--- config.mk ---
export PLATFORM = sky130hd
export DESIGN_NAME = i2c_master_transaction_engine_core
export DESIGN_NICKNAME = d
export VERILOG_FILES = /design/src/rtl/i2cm_pkg.sv /design/src/rtl/i2cm_wbuf.sv /design/src/rtl/i2cm_step.sv /design/src/rtl/i2c_master_transaction_engine_core.sv
export SDC_FILE = /design/constraint.sdc
export NUM_CORES = 1
export LEC_CHECK = 0
export ABC_AREA = 1
export BUFFER_PORTS_ARGS = -buffer_cell sky130_fd_sc_hd__buf_2
export CAP_MARGIN = 20
export CORE_ASPECT_RATIO = 1.4
export CORE_MARGIN = 8
export CORE_UTILIZATION = 60
export CTS_BUF_LIST = sky130_fd_sc_hd__clkbuf_8
export CTS_CLUSTER_DIAMETER = 80
export DETAILED_ROUTE_END_ITERATION = 7
export GPL_ROUTABILITY_DRIVEN = 0
export GPL_TIMING_DRIVEN = 0
export PLACE_DENSITY = 0.9
export SYNTH_ARGS = -nofsm -noshare
export SYNTH_HDL_FRONTEND = slang
export SYNTH_SLANG_ARGS = --single-unit
export TNS_END_PERCENT = 10
--- constraint.sdc ---
create_clock -name i_clk -period 8.14 [get_ports i_clk]
set_clock_uncertainty 0.05 [all_clocks]
set_input_delay 0.407 -clock i_clk [delete_from_list [all_inputs] [get_ports i_clk]]
set_output_delay 0.407 -clock i_clk [all_outputs]
set_load 0.01 [all_outputs]
--- src/rtl/i2cm_pkg.sv ---
// ----------------------------------------------------------------------------
// I2C master transaction engine package
// Shared types, codes and constants of the I2C master transaction engine.
// ----------------------------------------------------------------------------
package i2cm_pkg;

    localparam int unsigned WBUF_DEPTH_DEF = 16;
    localparam logic [7:0]  ACK_TIMEOUT_RESET = 8'd254;

    // Operation codes carried by an input word; code three acts as a plain tick.
    localparam logic [1:0] OP_TICK  = 2'd0;
    localparam logic [1:0] OP_BEGIN = 2'd1;
    localparam logic [1:0] OP_LOAD  = 2'd2;

    typedef enum logic [1:0] {
        KIND_WR_REGS  = 2'd0,
        KIND_RD_REGS  = 2'd1,
        KIND_WR_BYTES = 2'd2,
        KIND_RD_BYTES = 2'd3
    } t_kind;

    typedef enum logic [2:0] {
        ST_OK      = 3'd0,
        ST_BUSY    = 3'd1,
        ST_NACK    = 3'd2,
        ST_NODEV   = 3'd3,
        ST_NOREG   = 3'd4,
        ST_INVALID = 3'd5
    } t_status;

    typedef enum logic [1:0] {
        ROLE_ADDR   = 2'd0,
        ROLE_REG    = 2'd1,
        ROLE_DATA   = 2'd2,
        ROLE_READDR = 2'd3
    } t_role;

    typedef enum logic [3:0] {
        PH_IDLE      = 4'd0,
        PH_START     = 4'd1,
        PH_TX_SET    = 4'd2,
        PH_TX_HIGH   = 4'd3,
        PH_TX_HOLD   = 4'd4,
        PH_ACK_WAIT  = 4'd5,
        PH_ACK_END   = 4'd6,
        PH_RESTART   = 4'd7,
        PH_RX_HIGH   = 4'd8,
        PH_RX_LOW    = 4'd9,
        PH_RACK_LOW  = 4'd10,
        PH_RACK_HIGH = 4'd11,
        PH_STOP_A    = 4'd12,
        PH_STOP_B    = 4'd13,
        PH_STOP_C    = 4'd14
    } t_phase;

    typedef struct packed {
        logic [1:0]  operation;
        t_kind       kind;
        logic [6:0]  target_addr;
        logic [7:0]  sub_addr;
        logic [15:0] byte_count;
        logic [7:0]  write_data;
        logic        scl_in;
        logic        sda_in;
    } t_item;

    typedef struct packed {
        logic       scl_out;
        logic       sda_out;
        logic [7:0] read_data;
        logic       read_valid;
        logic       done_res;
        t_status    status;
        logic       active;
    } t_result;

    typedef struct packed {
        t_phase      phase;
        logic [3:0]  bit_index;
        logic [7:0]  shift_byte;
        logic [15:0] bytes_left;
        logic [7:0]  ack_wait_count;
        t_kind       req_kind;
        logic [6:0]  req_dev;
        logic [7:0]  req_reg;
        t_role       byte_role;
        t_status     end_status;
    } t_state;

    localparam t_state STATE_RESET = '{
        phase:          PH_IDLE,
        bit_index:      4'd0,
        shift_byte:     8'd0,
        bytes_left:     16'd0,
        ack_wait_count: 8'd0,
        req_kind:       KIND_WR_REGS,
        req_dev:        7'd0,
        req_reg:        8'd0,
        byte_role:      ROLE_ADDR,
        end_status:     ST_OK
    };

endpackage

--- src/rtl/i2cm_wbuf.sv ---
// ----------------------------------------------------------------------------
// I2C master write buffer
// Single write port, single registered read port byte memory.
// ----------------------------------------------------------------------------
module i2cm_wbuf #(
    parameter int unsigned DEPTH = 16,
    parameter int unsigned AW    = 4
) (
    input  logic          i_clk,
    input  logic          i_we,
    input  logic [AW-1:0] i_waddr,
    input  logic [7:0]    i_wdata,
    input  logic [AW-1:0] i_raddr,
    output logic [7:0]    o_rdata
);

    logic [7:0] r_mem [DEPTH];
    logic [7:0] r_rdata;

    always_ff @(posedge i_clk) begin
        if (i_we) begin
            r_mem[i_waddr] <= i_wdata;
        end
        r_rdata <= r_mem[i_raddr];
    end

    assign o_rdata = r_rdata;

endmodule

--- src/rtl/i2cm_step.sv ---
// ----------------------------------------------------------------------------
// I2C master tick step logic
// Next state and line drive for one half-bit tick of the transaction engine.
// ----------------------------------------------------------------------------
module i2cm_step #(
    parameter int unsigned DEPTH = 16,
    parameter int unsigned FW    = 5
) (
    input  i2cm_pkg::t_state  i_state,
    input  i2cm_pkg::t_item   i_item,
    input  logic [7:0]        i_ack_timeout,
    input  logic [FW-1:0]     i_fill,
    input  logic [FW-1:0]     i_rd_index,
    input  logic [7:0]        i_buf_data,
    output i2cm_pkg::t_state  o_state,
    output logic [FW-1:0]     o_fill,
    output logic [FW-1:0]     o_rd_index,
    output logic              o_buf_we,
    output i2cm_pkg::t_result o_res
);

    import i2cm_pkg::*;

    t_state        n_st;
    t_result       res;
    logic [FW-1:0] n_fill;
    logic [FW-1:0] n_idx;
    logic          buf_we;
    logic          cur_bit;
    logic [3:0]    bit_inc;
    logic [7:0]    wait_inc;
    logic [7:0]    rx_shift;
    logic [7:0]    next_data;
    logic          is_write_kind;
    logic          req_write_kind;
    logic [15:0]   fill_ext;

    assign cur_bit        = i_state.shift_byte[7];
    assign bit_inc        = i_state.bit_index + 4'd1;
    assign wait_inc       = (i_state.ack_wait_count != 8'hFF) ?
                            i_state.ack_wait_count + 8'd1 : i_state.ack_wait_count;
    assign rx_shift       = {i_state.shift_byte[6:0], i_item.sda_in};
    // Entries at or past the depth are never reached while the count is checked.
    assign next_data      = (i_rd_index < FW'(DEPTH)) ? i_buf_data : 8'h00;
    assign is_write_kind  = (i_item.kind == KIND_WR_REGS) || (i_item.kind == KIND_WR_BYTES);
    assign req_write_kind = (i_state.req_kind == KIND_WR_REGS) ||
                            (i_state.req_kind == KIND_WR_BYTES);
    assign fill_ext       = 16'(i_fill);

    always_comb begin
        n_st           = i_state;
        n_fill         = i_fill;
        n_idx          = i_rd_index;
        buf_we         = 1'b0;
        res.scl_out    = 1'b1;
        res.sda_out    = 1'b1;
        res.read_data  = 8'h00;
        res.read_valid = 1'b0;
        res.done_res   = 1'b0;
        res.status     = ST_OK;

        unique case (i_state.phase)
            PH_IDLE: begin
                if (i_item.operation == OP_LOAD) begin
                    if (i_fill < FW'(DEPTH)) begin
                        buf_we = 1'b1;
                        n_fill = i_fill + FW'(1);
                    end
                end else if (i_item.operation == OP_BEGIN) begin
                    if ((i_item.byte_count == 16'd0) ||
                        (is_write_kind && (i_item.byte_count > fill_ext))) begin
                        res.done_res = 1'b1;
                        res.status   = ST_INVALID;
                    end else if (!i_item.scl_in || !i_item.sda_in) begin
                        res.done_res = 1'b1;
                        res.status   = ST_BUSY;
                    end else begin
                        n_st.req_kind   = i_item.kind;
                        n_st.req_dev    = i_item.target_addr;
                        n_st.req_reg    = i_item.sub_addr;
                        n_st.bytes_left = i_item.byte_count;
                        n_idx           = '0;
                        n_st.end_status = ST_OK;
                        n_st.byte_role  = ROLE_ADDR;
                        n_st.phase      = PH_START;
                    end
                end
            end
            PH_START: begin
                res.sda_out     = 1'b0;
                n_st.shift_byte = {i_state.req_dev,
                                   (i_state.byte_role == ROLE_READDR) ||
                                   (i_state.req_kind == KIND_RD_BYTES)};
                n_st.bit_index  = 4'd0;
                n_st.phase      = PH_TX_SET;
            end
            PH_TX_SET: begin
                res.scl_out = 1'b0;
                res.sda_out = cur_bit;
                n_st.phase  = PH_TX_HIGH;
            end
            PH_TX_HIGH: begin
                res.sda_out = cur_bit;
                n_st.phase  = PH_TX_HOLD;
            end
            PH_TX_HOLD: begin
                res.scl_out     = 1'b0;
                res.sda_out     = (i_state.bit_index >= 4'd7) ? 1'b1 : cur_bit;
                n_st.shift_byte = {i_state.shift_byte[6:0], 1'b0};
                n_st.bit_index  = bit_inc;
                if (bit_inc >= 4'd8) begin
                    n_st.ack_wait_count = 8'd0;
                    n_st.phase          = PH_ACK_WAIT;
                end else begin
                    n_st.phase = PH_TX_SET;
                end
            end
            PH_ACK_WAIT: begin
                if (!i_item.sda_in) begin
                    n_st.phase = PH_ACK_END;
                end else begin
                    n_st.ack_wait_count = wait_inc;
                    if (wait_inc >= i_ack_timeout) begin
                        unique case (i_state.byte_role)
                            ROLE_REG:  n_st.end_status = ST_NOREG;
                            ROLE_DATA: n_st.end_status = ST_NACK;
                            default:   n_st.end_status = ST_NODEV;
                        endcase
                        n_st.phase = PH_ACK_END;
                    end
                end
            end
            PH_ACK_END: begin
                res.scl_out = 1'b0;
                if (i_state.end_status != ST_OK) begin
                    n_st.phase = PH_STOP_A;
                end else begin
                    unique case (i_state.byte_role)
                        ROLE_ADDR: begin
                            if ((i_state.req_kind == KIND_WR_REGS) ||
                                (i_state.req_kind == KIND_RD_REGS)) begin
                                n_st.shift_byte = i_state.req_reg;
                                n_st.byte_role  = ROLE_REG;
                                n_st.bit_index  = 4'd0;
                                n_st.phase      = PH_TX_SET;
                            end else if (i_state.req_kind == KIND_WR_BYTES) begin
                                n_st.shift_byte = next_data;
                                n_idx           = i_rd_index + FW'(1);
                                n_st.byte_role  = ROLE_DATA;
                                n_st.bit_index  = 4'd0;
                                n_st.phase      = PH_TX_SET;
                            end else begin
                                n_st.bit_index  = 4'd0;
                                n_st.shift_byte = 8'd0;
                                n_st.phase      = PH_RX_HIGH;
                            end
                        end
                        ROLE_REG: begin
                            if (i_state.req_kind == KIND_RD_REGS) begin
                                n_st.byte_role = ROLE_READDR;
                                n_st.phase     = PH_RESTART;
                            end else begin
                                n_st.shift_byte = next_data;
                                n_idx           = i_rd_index + FW'(1);
                                n_st.byte_role  = ROLE_DATA;
                                n_st.bit_index  = 4'd0;
                                n_st.phase      = PH_TX_SET;
                            end
                        end
                        ROLE_DATA: begin
                            if (i_state.bytes_left <= 16'd1) begin
                                n_st.bytes_left = 16'd0;
                                n_st.phase      = PH_STOP_A;
                            end else begin
                                n_st.bytes_left = i_state.bytes_left - 16'd1;
                                n_st.shift_byte = next_data;
                                n_idx           = i_rd_index + FW'(1);
                                n_st.bit_index  = 4'd0;
                                n_st.phase      = PH_TX_SET;
                            end
                        end
                        default: begin
                            n_st.bit_index  = 4'd0;
                            n_st.shift_byte = 8'd0;
                            n_st.phase      = PH_RX_HIGH;
                        end
                    endcase
                end
            end
            PH_RESTART: begin
                n_st.phase = PH_START;
            end
            PH_RX_HIGH: begin
                n_st.shift_byte = rx_shift;
                n_st.bit_index  = bit_inc;
                if (bit_inc >= 4'd8) begin
                    res.read_valid = 1'b1;
                    res.read_data  = rx_shift;
                end
                n_st.phase = PH_RX_LOW;
            end
            PH_RX_LOW: begin
                res.scl_out = 1'b0;
                n_st.phase  = (i_state.bit_index >= 4'd8) ? PH_RACK_LOW : PH_RX_HIGH;
            end
            PH_RACK_LOW: begin
                res.scl_out = 1'b0;
                res.sda_out = (i_state.bytes_left > 16'd1) ? 1'b0 : 1'b1;
                n_st.phase  = PH_RACK_HIGH;
            end
            PH_RACK_HIGH: begin
                res.sda_out = (i_state.bytes_left > 16'd1) ? 1'b0 : 1'b1;
                if (i_state.bytes_left <= 16'd1) begin
                    n_st.bytes_left = 16'd0;
                    n_st.phase      = PH_STOP_A;
                end else begin
                    n_st.bytes_left = i_state.bytes_left - 16'd1;
                    n_st.bit_index  = 4'd0;
                    n_st.shift_byte = 8'd0;
                    n_st.phase      = PH_RX_HIGH;
                end
            end
            PH_STOP_A: begin
                res.scl_out = 1'b0;
                res.sda_out = 1'b0;
                n_st.phase  = PH_STOP_B;
            end
            PH_STOP_B: begin
                res.sda_out = 1'b0;
                n_st.phase  = PH_STOP_C;
            end
            PH_STOP_C: begin
                res.done_res = 1'b1;
                res.status   = i_state.end_status;
                if (req_write_kind) begin
                    n_fill = '0;
                    n_idx  = '0;
                end
                n_st.phase = PH_IDLE;
            end
            default: begin
                n_st.phase = PH_IDLE;
            end
        endcase

        res.active = (n_st.phase != PH_IDLE);
    end

    assign o_state    = n_st;
    assign o_fill     = n_fill;
    assign o_rd_index = n_idx;
    assign o_buf_we   = buf_we;
    assign o_res      = res;

endmodule

--- src/rtl/i2c_master_transaction_engine_core.sv ---
// ----------------------------------------------------------------------------
// I2C master transaction engine core
// Path: an accepted word passes the input register, then the result register.
// Throughput: one word per cycle unless stalled; the state update is single pass.
// Reset: synchronous active-low; the engine returns idle, the buffer empties.
// ----------------------------------------------------------------------------
//
// Each input word is one half-bit tick of an open-drain I2C bus. It carries
// the sampled SCL and SDA levels and may start a transaction or append one
// byte to the write buffer. Each tick yields exactly one result word with the
// line drives, any received byte and the end-of-transaction status.
//
// Structure: an input register holds the accepted word, the step logic
// computes the next engine state and the result from it in one pass, and the
// result register presents the word downstream. The engine state advances
// only when a word moves from the input register into the result register,
// so stalls on either side never change the sequence of ticks the engine sees.
// The input register keeps accepting while the result register holds a word
// that has not been taken yet, as long as that word can move on.
//
// The write buffer is a small memory with a registered read port. Its read
// address is the buffer read index, which never changes in the cycle just
// before it is used, so the registered read data is always current when a
// data byte is loaded for sending. Writes happen only while idle.
//
module i2c_master_transaction_engine_core #(
    parameter int unsigned WRITE_BUFFER_DEPTH = i2cm_pkg::WBUF_DEPTH_DEF
) (
    input  logic        i_clk,
    input  logic        i_rst_n,

    input  logic        i_cfg_we,
    input  logic [7:0]  i_cfg_wdata,

    input  logic        i_in_valid,
    output logic        o_in_stall,
    input  logic [1:0]  i_operation,
    input  logic [1:0]  i_kind,
    input  logic [6:0]  i_target_addr,
    input  logic [7:0]  i_sub_addr,
    input  logic [15:0] i_byte_count,
    input  logic [7:0]  i_write_data,
    input  logic        i_scl_in,
    input  logic        i_sda_in,

    output logic        o_out_valid,
    input  logic        i_out_stall,
    output logic        o_scl_out,
    output logic        o_sda_out,
    output logic [7:0]  o_read_data,
    output logic        o_read_valid,
    output logic        o_done_res,
    output logic [2:0]  o_status,
    output logic        o_active
);

    import i2cm_pkg::*;

    // Fill and read counters must be able to hold the depth itself.
    localparam int unsigned FW = $clog2(WRITE_BUFFER_DEPTH + 1);
    localparam int unsigned AW = (WRITE_BUFFER_DEPTH > 1) ? $clog2(WRITE_BUFFER_DEPTH) : 1;

    logic [7:0]    r_ack_timeout;
    logic          r_in_valid;
    t_item         r_in;
    logic          r_out_valid;
    t_result       r_out;
    t_state        r_state;
    logic [FW-1:0] r_fill;
    logic [FW-1:0] r_rd_index;

    t_state        n_state;
    logic [FW-1:0] n_fill;
    logic [FW-1:0] n_rd_index;
    t_result       n_out;
    logic          buf_we;
    logic [7:0]    buf_rdata;
    logic          advance;
    logic          in_accept;

    // A word steps the engine when the result register is free or being emptied.
    assign advance    = r_in_valid && (!r_out_valid || !i_out_stall);
    assign o_in_stall = r_in_valid && !advance;
    assign in_accept  = i_in_valid && !o_in_stall;

    always_ff @(posedge i_clk) begin
        if (!i_rst_n) begin
            r_ack_timeout <= ACK_TIMEOUT_RESET;
        end else if (i_cfg_we) begin
            r_ack_timeout <= i_cfg_wdata;
        end
    end

    // Input register.
    always_ff @(posedge i_clk) begin
        if (!i_rst_n) begin
            r_in_valid <= 1'b0;
        end else if (in_accept) begin
            r_in_valid <= 1'b1;
        end else if (advance) begin
            r_in_valid <= 1'b0;
        end
    end

    always_ff @(posedge i_clk) begin
        if (in_accept) begin
            r_in.operation   <= i_operation;
            r_in.kind        <= t_kind'(i_kind);
            r_in.target_addr <= i_target_addr;
            r_in.sub_addr    <= i_sub_addr;
            r_in.byte_count  <= i_byte_count;
            r_in.write_data  <= i_write_data;
            r_in.scl_in      <= i_scl_in;
            r_in.sda_in      <= i_sda_in;
        end
    end

    // Engine state, updated once per word.
    always_ff @(posedge i_clk) begin
        if (!i_rst_n) begin
            r_state    <= STATE_RESET;
            r_fill     <= '0;
            r_rd_index <= '0;
        end else if (advance) begin
            r_state    <= n_state;
            r_fill     <= n_fill;
            r_rd_index <= n_rd_index;
        end
    end

    // Result register.
    always_ff @(posedge i_clk) begin
        if (!i_rst_n) begin
            r_out_valid <= 1'b0;
        end else if (advance) begin
            r_out_valid <= 1'b1;
        end else if (!i_out_stall) begin
            r_out_valid <= 1'b0;
        end
    end

    always_ff @(posedge i_clk) begin
        if (advance) begin
            r_out <= n_out;
        end
    end

    i2cm_wbuf #(
        .DEPTH (WRITE_BUFFER_DEPTH),
        .AW    (AW)
    ) u_wbuf (
        .i_clk   (i_clk),
        .i_we    (buf_we && advance),
        .i_waddr (r_fill[AW-1:0]),
        .i_wdata (r_in.write_data),
        .i_raddr (r_rd_index[AW-1:0]),
        .o_rdata (buf_rdata)
    );

    i2cm_step #(
        .DEPTH (WRITE_BUFFER_DEPTH),
        .FW    (FW)
    ) u_step (
        .i_state       (r_state),
        .i_item        (r_in),
        .i_ack_timeout (r_ack_timeout),
        .i_fill        (r_fill),
        .i_rd_index    (r_rd_index),
        .i_buf_data    (buf_rdata),
        .o_state       (n_state),
        .o_fill        (n_fill),
        .o_rd_index    (n_rd_index),
        .o_buf_we      (buf_we),
        .o_res         (n_out)
    );

    assign o_out_valid  = r_out_valid;
    assign o_scl_out    = r_out.scl_out;
    assign o_sda_out    = r_out.sda_out;
    assign o_read_data  = r_out.read_data;
    assign o_read_valid = r_out.read_valid;
    assign o_done_res   = r_out.done_res;
    assign o_status     = r_out.status;
    assign o_active     = r_out.active;

endmodule

### Yosys cells after proc, flatten, opt, wreduce, memory -nomap -nowiden

Memory sizes are Yosys's and may differ from the RTL's. A register that Yosys moved wholly into a read port is not among the register bits.
Index checks and enable logic that the tools add are counted.

| word-level totals | value |
|---|---|
| output and inout bits | 18 |
| input port bits | 58 |
| memories | 1 |
| register bits | 143 |
| bits in writable memories | 128 |
| logic and storage cells | 220 |

Memory list:

| name | depth | bits a word | rd ports | clocked after Yosys merged registers in | write ports | line | RTL |
|---|---|---|---|---|---|---|---|
| u_wbuf.r_mem | 16 | 8 | 1 | 1 | 1 | i2cm_wbuf.sv:17 | `logic [7:0] r_mem [DEPTH];` |

| cells by class | value |
|---|---|
| order comparisons | 9 |
| bitwise logic cells | 3 |
| eq/ne operators | 45 |
| reduce and logical (&&, ||, !) cells | 46 |
| mux-type cells | 81 |
| add/subtract/negate cells | 5 |

Operators by type and width:

| operator | number |
|---|---|
| $mux 16 | 8 |
| $pmux 16 s3 | 2 |
| $mux 5 | 16 |
| $pmux 12 s5 | 1 |
| $pmux 4 s14 | 1 |
| $mux 4 | 12 |
| $mux 12 | 3 |
| $mux 8 | 4 |
| $pmux 5 s3 | 2 |
| $eq 4x4->1 const B | 7 |
| $mux 28 | 1 |
| $eq 4x3->1 const B | 4 |
| $gt 16x1->1 const B | 1 |
| $gt 16x5->1 | 1 |
| $le 16x1->1 const B | 1 |
| $logic_not 16->1 | 1 |
| $pmux 8 s2 | 1 |
| $reduce_and 8->1 | 2 |
| $sub 16x1->16 const B | 1 |
| $mux 3 | 5 |
| $mux 1 | 14 |
| $ne 2x1->1 const B | 7 |
| $ne 2x2->1 const B | 7 |
| $reduce_and 13->1 | 1 |
| 40 further kinds | 86 |

### Depth between registers and ports, before layout

| depth | value |
|---|---|
| word-level depth | 9 |
| gate-level depth with buffers | 18 |
| gate-level depth less buffers | 18 |

### Hierarchy

From an unflattened synthesis, not the netlist that was laid out.

| unflattened totals | value |
|---|---|
| cell total of the unflattened synthesis | 1874 |
| area total of the unflattened synthesis | 15034.4 um^2 |

By module, submodules not included:

| module | area each (um^2) | cells an instance | seq. area each (um^2) | times used |
|---|---|---|---|---|
| i2cm_wbuf | 5766.8 | 551 | 4003.8 | 1 |
| i2c_master_transaction_engine_core | 5459.0 | 583 | 3473.3 | 1 |
| i2cm_step | 3808.7 | 740 | 0.0 | 1 |

### Least setup slack after synthesis

Ideal clock, no wire load.

| path | value |
|---|---|
| path kind | flip-flop to flip-flop |
| start point | register r_state[22] in the netlist's numbering |
| end point | register r_state[1] in the netlist's numbering |
| arrival | 2519 ps |
| setup time | 113 ps |
| stages on the path, launching flop included | 16 |
| setup slack | 5458 ps |
| data required time | 7977 ps |
| period minus slack after synthesis | 2682 ps |
| path buffers | 0 |
| path through | dfxtp_1 ha_1 nand2_1 nor3_1 nand3_1 mux2_2 ha_1 a21oi_1 o21ai_0 nand2_1 nand3_1 nand2_1 a21oi_1 nand2_1 nor2_1 nor2_1 |

| on the way | value |
|---|---|
| cells in the longest elaborated chain, start to end | 5 |
| elaborated cells on any way between the ends | 6 |
| those cells by class | 1 x add/sub; 1 x order compare; 2 x eq/ne; 1 x mux; 1 x reduce/logical |

Ends and longest elaborated chain:

| element | line | RTL |
|---|---|---|
| start: declaration | i2c_master_transaction_engine_core.sv:68 | `t_state r_state;` |
| start signal: assignment | i2c_master_transaction_engine_core.sv:125 | `r_state <= n_state;` |
| $add 8x1->8 / $ne 8x8->1 (equally long branches) | i2cm_step.sv:41, i2cm_step.sv:40 |  |
| $mux 8 * | i2cm_step.sv:40 | `assign wait_inc = (i_state.ack_wait_count != 8'hFF) ?` |
| $ge 8x8->1 * | i2cm_step.sv:123 | `if (wait_inc >= i_ack_timeout) begin` |
| $ne 2x1->1 (no line) * | - |  |
| $reduce_and 8->1 (no line) * | - |  |

Every way passes the cells marked *; elsewhere a longest branch is shown, timed or not.
A chain may end at the register's enable or synchronous reset.

### Worst setup path after layout

Same ends and word-level chain as after synthesis.

==> metrics.md <==
| Metric | Value |
|---|---|
| Max cap viols | 0 |
| First-pass GRT wire length | approximately 50,000 um |
| Clock sink count | 279 |
| CTS root buffer | clkbuf_8 |
| Initial drt markers | 1,181 |
| Finished Layout Cells | about 1,800 |
| Core area | roughly 20,000 sq um |
| Synthesized area per cell | between 9 and 10 sq um |
| Maximum vdd drop | 0.168 mV |
| Gr ovfl total | 0 |
| Pwr dens | approximately 210 nW/um^2 |
| Worst Path Class, Setup | reg -> reg |
| CP dominant cell by count | nand2_1 |
| Fin. max-slew vios | 0 |
| CP endpoint kind | flip-flop |
| Worst Path Arrival | 3.63 ns |
| Initial antenna violation count | 0 |
| Post-DP HPWL | 21,200 um |
| Via/cell ratio | about 5.8 |
| Post-CTS sizing | 0 |
| Hold Buf Count CTS | 39 |
| R2r endpoint | r_state[1] |
| Final hold violations | 0 |
| Die height | approximately 190 um |
| Max Fanout on Critical Path | 6 |
| Largest net degree at the start of global routing | 24 |
| Final setup fails | 0 |
| Number of global-route vias before repair | between 10,000 and 15,000 |
| Initial core utilization | 60.8% |
| Die Area | 25,700 sq um |
| Max Freq | approximately 0.31 GHz |
| Period utilization | about two fifths |
| Placed cells | 1,661 |
| Synth Net Count | 1,414 |
| Wire length per cell | ~18 um |
| Worst Hold Slack | roughly 0.018 ns |
| Total track usage | about a quarter |
| Buf+Inv Stages, Crit Path | 0 |
| Cell family with most CP delay | simple AND/OR/NAND/NOR gates |
| Diode count | 0 |
| Post-DRT Antenna Nets | 0 |
| Tmin final | 3.21 ns |
| Post-route DRC violation count | 0 |
| Worst-path clk slew | roughly 0.060 ns |
| Worst-Margin Slew | 0.807 ns |
| Commonest non-fill, non-tap cell in the layout | nand2_1 |
| Critical Path Max Stage Delay | ~0.38 ns |
| Worst hold path cell count | 1 |
| Post-synthesis cell type count | 39 |
| Clk Latency, worst-skew pair | between 0.5 and 0.6 ns |
| Hold Path End | r_in[42] |
| Rel. slew slack | 46.0% |
| Layout Nets | 1,575 |
| Share of the core filled with cells | 70.5% |
| Outcome | complete, no violations |
| FILL cells | between 1,000 and 1,500 |
| Reg2reg start | r_state[22] |
| R2R Setup Slk | around 4.9 ns |
| Routed WL | 31,400 um |
| Register area | around 7500 sq um |
| RSZ-0062 raised after global routing | false |
| PortBufs | between 70 and 80 |
| Synth Register Bits | between 200 and 300 |
| # H-tree levels | 2 |
| Hold Path Origin | i_kind[1] |
| CTS tree | built |
| Longest Clk Path Bufs | 3 |
| Post CTS Setup Buffer Count | 0 |
| CP Cell Sequence | ha_1 > nand2_1 > nor3_1 > nand3_1 > mux2_2 > ha_1 > a21oi_1 > o21ai_0 > nand2_1 > nand3_1 > nand2_1 > a21oi_1 > nand2_1 > nand2_1 > nand2_1 > nor2_1 |
| Post-Syn Instances | between 1,000 and 1,500 |
| Total CTS buffers | 41 |
| Register-to-Register Path Depth | 16 |
| Multi-input gate area | 4350 sq um |
| Most frequent cells in the layout | nand2_1 (237), nor2_1 (231), edfxtp_1 (189), inv_1 (119), o21ai_0 (115) |
| Vias post-DR | 10,327 |
| Area grow syn2layout | 15.9% |
| DR pass1 iterations | 7 |
| Fin Setup TNS | 0 ns |
| Startpoint types | flip-flop |
| Min-Delay Path Class | in -> reg |
| I/O Pins | 76 |
| Yosys warns | 0 |
| Cell Area, Synth | around 12,000 sq um |
| Seq/Total Area, Yosys | roughly three fifths |
| Die width | around 140 um |
| Share of layout cells above drive strength 1 | a little over a tenth |
| Floorplan row count | 62 |
| Crit-path slowest cell | dfxtp_1 |
| Critical path data required time | ~8.6 ns |
| LEAKAGE | 5.75 nW |
-- registers in the layout (all words and copies together), names as in the netlist --
signal          cells
u_wbuf.r_mem      128
r_in               45
o_active            1
r_rd_index          5
r_state            62
o_done_res          1
o_out_valid         1
o_status            3
o_read_valid        1
r_fill              5
r_ack_timeout       8
u_wbuf.o_rdata      8
o_sda_out           1
o_scl_out           1
o_read_data         8
r_in_valid          1
-- power by group --
part	switching (W)	internal (W)	leakage, nW
clock	0.000527	0.000629	0.475
sequential	0.0000315	0.00155	2.47
combinational	0.000171	0.0000935	2.80
total	0.000729	0.00227	5.75
-- cells by family (layout without fill, tap and decap cells) --
logic type | count (synthesis) | in the layout | synth area share (%)
AO/OA/AOI/OAI | 248 | 248 | 11.2
XOR/XNOR | 24 | 24 | 1.69
adder cells (fa/ha/maj) | 28 | 28 | 2.81
buffers and inverters | 163 | 357 | 5.00
flip-flops | 279 | 279 | 60.0
multiplexers | 1 | 1 | 0.0904
AND/OR/NAND/NOR | 585 | 585 | 19.1
-- Yosys cell counts (all sizes together) --
master	n	area, sq um
or2	1	6.26
mux2	1	11.3
dfxtp	90	1800
nor3b	1	7.51
nor4	3	18.8
o211ai	10	75.1
o21a	1	7.51
nand3	81	405
o21ai	119	607
nand3b	1	7.51
nor2	240	933
o221ai	10	87.6
nand2	239	902
ha	28	350
xor2	19	166
a22o	1	8.76
a211oi	4	42.5
o2111ai	1	8.76
xnor2	5	43.8
a31oi	2	12.5
o22ai	33	206
clkinv	4	15.0
inv	115	432
buf	14	63.8
nor3	13	65.1
clkbuf	30	113
edfxtp	189	5680
a21oi	66	330
nand4	6	37.5
o221a	1	11.3
-- worst max-delay path by stage --
| stage | cells past startpoint | from | endpoint | slack, ns |
|---|---|---|---|---|
| 2_1_floorplan | 15 | r_state[22] | r_state[1] | 5.46 |
| 3_5_place_dp | 8 | i_out_stall | u_wbuf.r_mem[4][5] | 4.87 |
| 4_1_cts | 16 | r_state[22] | r_state[1] | 5.00 |
| 3_3_place_gp | 8 | i_out_stall | u_wbuf.r_mem[6][5] | 4.94 |
| 5_1_grt | 15 | r_state[22] | r_state[2] | 4.66 |
| 6_report | 16 | r_state[22] | r_state[1] | 4.93 |
-- through the flow --
stage               worst slack [ns]  total power, W  cell area (sq um)
floorplan                       5.46         0.00176              12500
global placement                4.94         0.00184              13100
finish                          4.93         0.00300              14400
detailed placement              4.87         0.00185              13200
global route                    4.66         0.00311              14400
CTS                             5.00         0.00301              14400
-- cell type report --
cell class / count / share of cell area [%]
Inverter: 119 / 3.09
Buffer: 44 / 1.22
Multi-Input combinational cell: 886 / 30.2
Timing Repair Buffer: 118 / 5.69
Clock inverter: 32 / 1.64
Clock buffer: 44 / 4.19
Tap cell: 256 / 2.22
Sequential cell: 279 / 51.8
-- layer usage --
metal,routed length [um],GRT usage [%],vias to the layer above
li1,-,-,4852
met2,15800,41.4,569
met5,0,0,-
met4,2140,17.4,0
met3,2400,3.98,153
met1,11100,25.9,4753
Note: power is estimated with default switching activity, not from simulation.
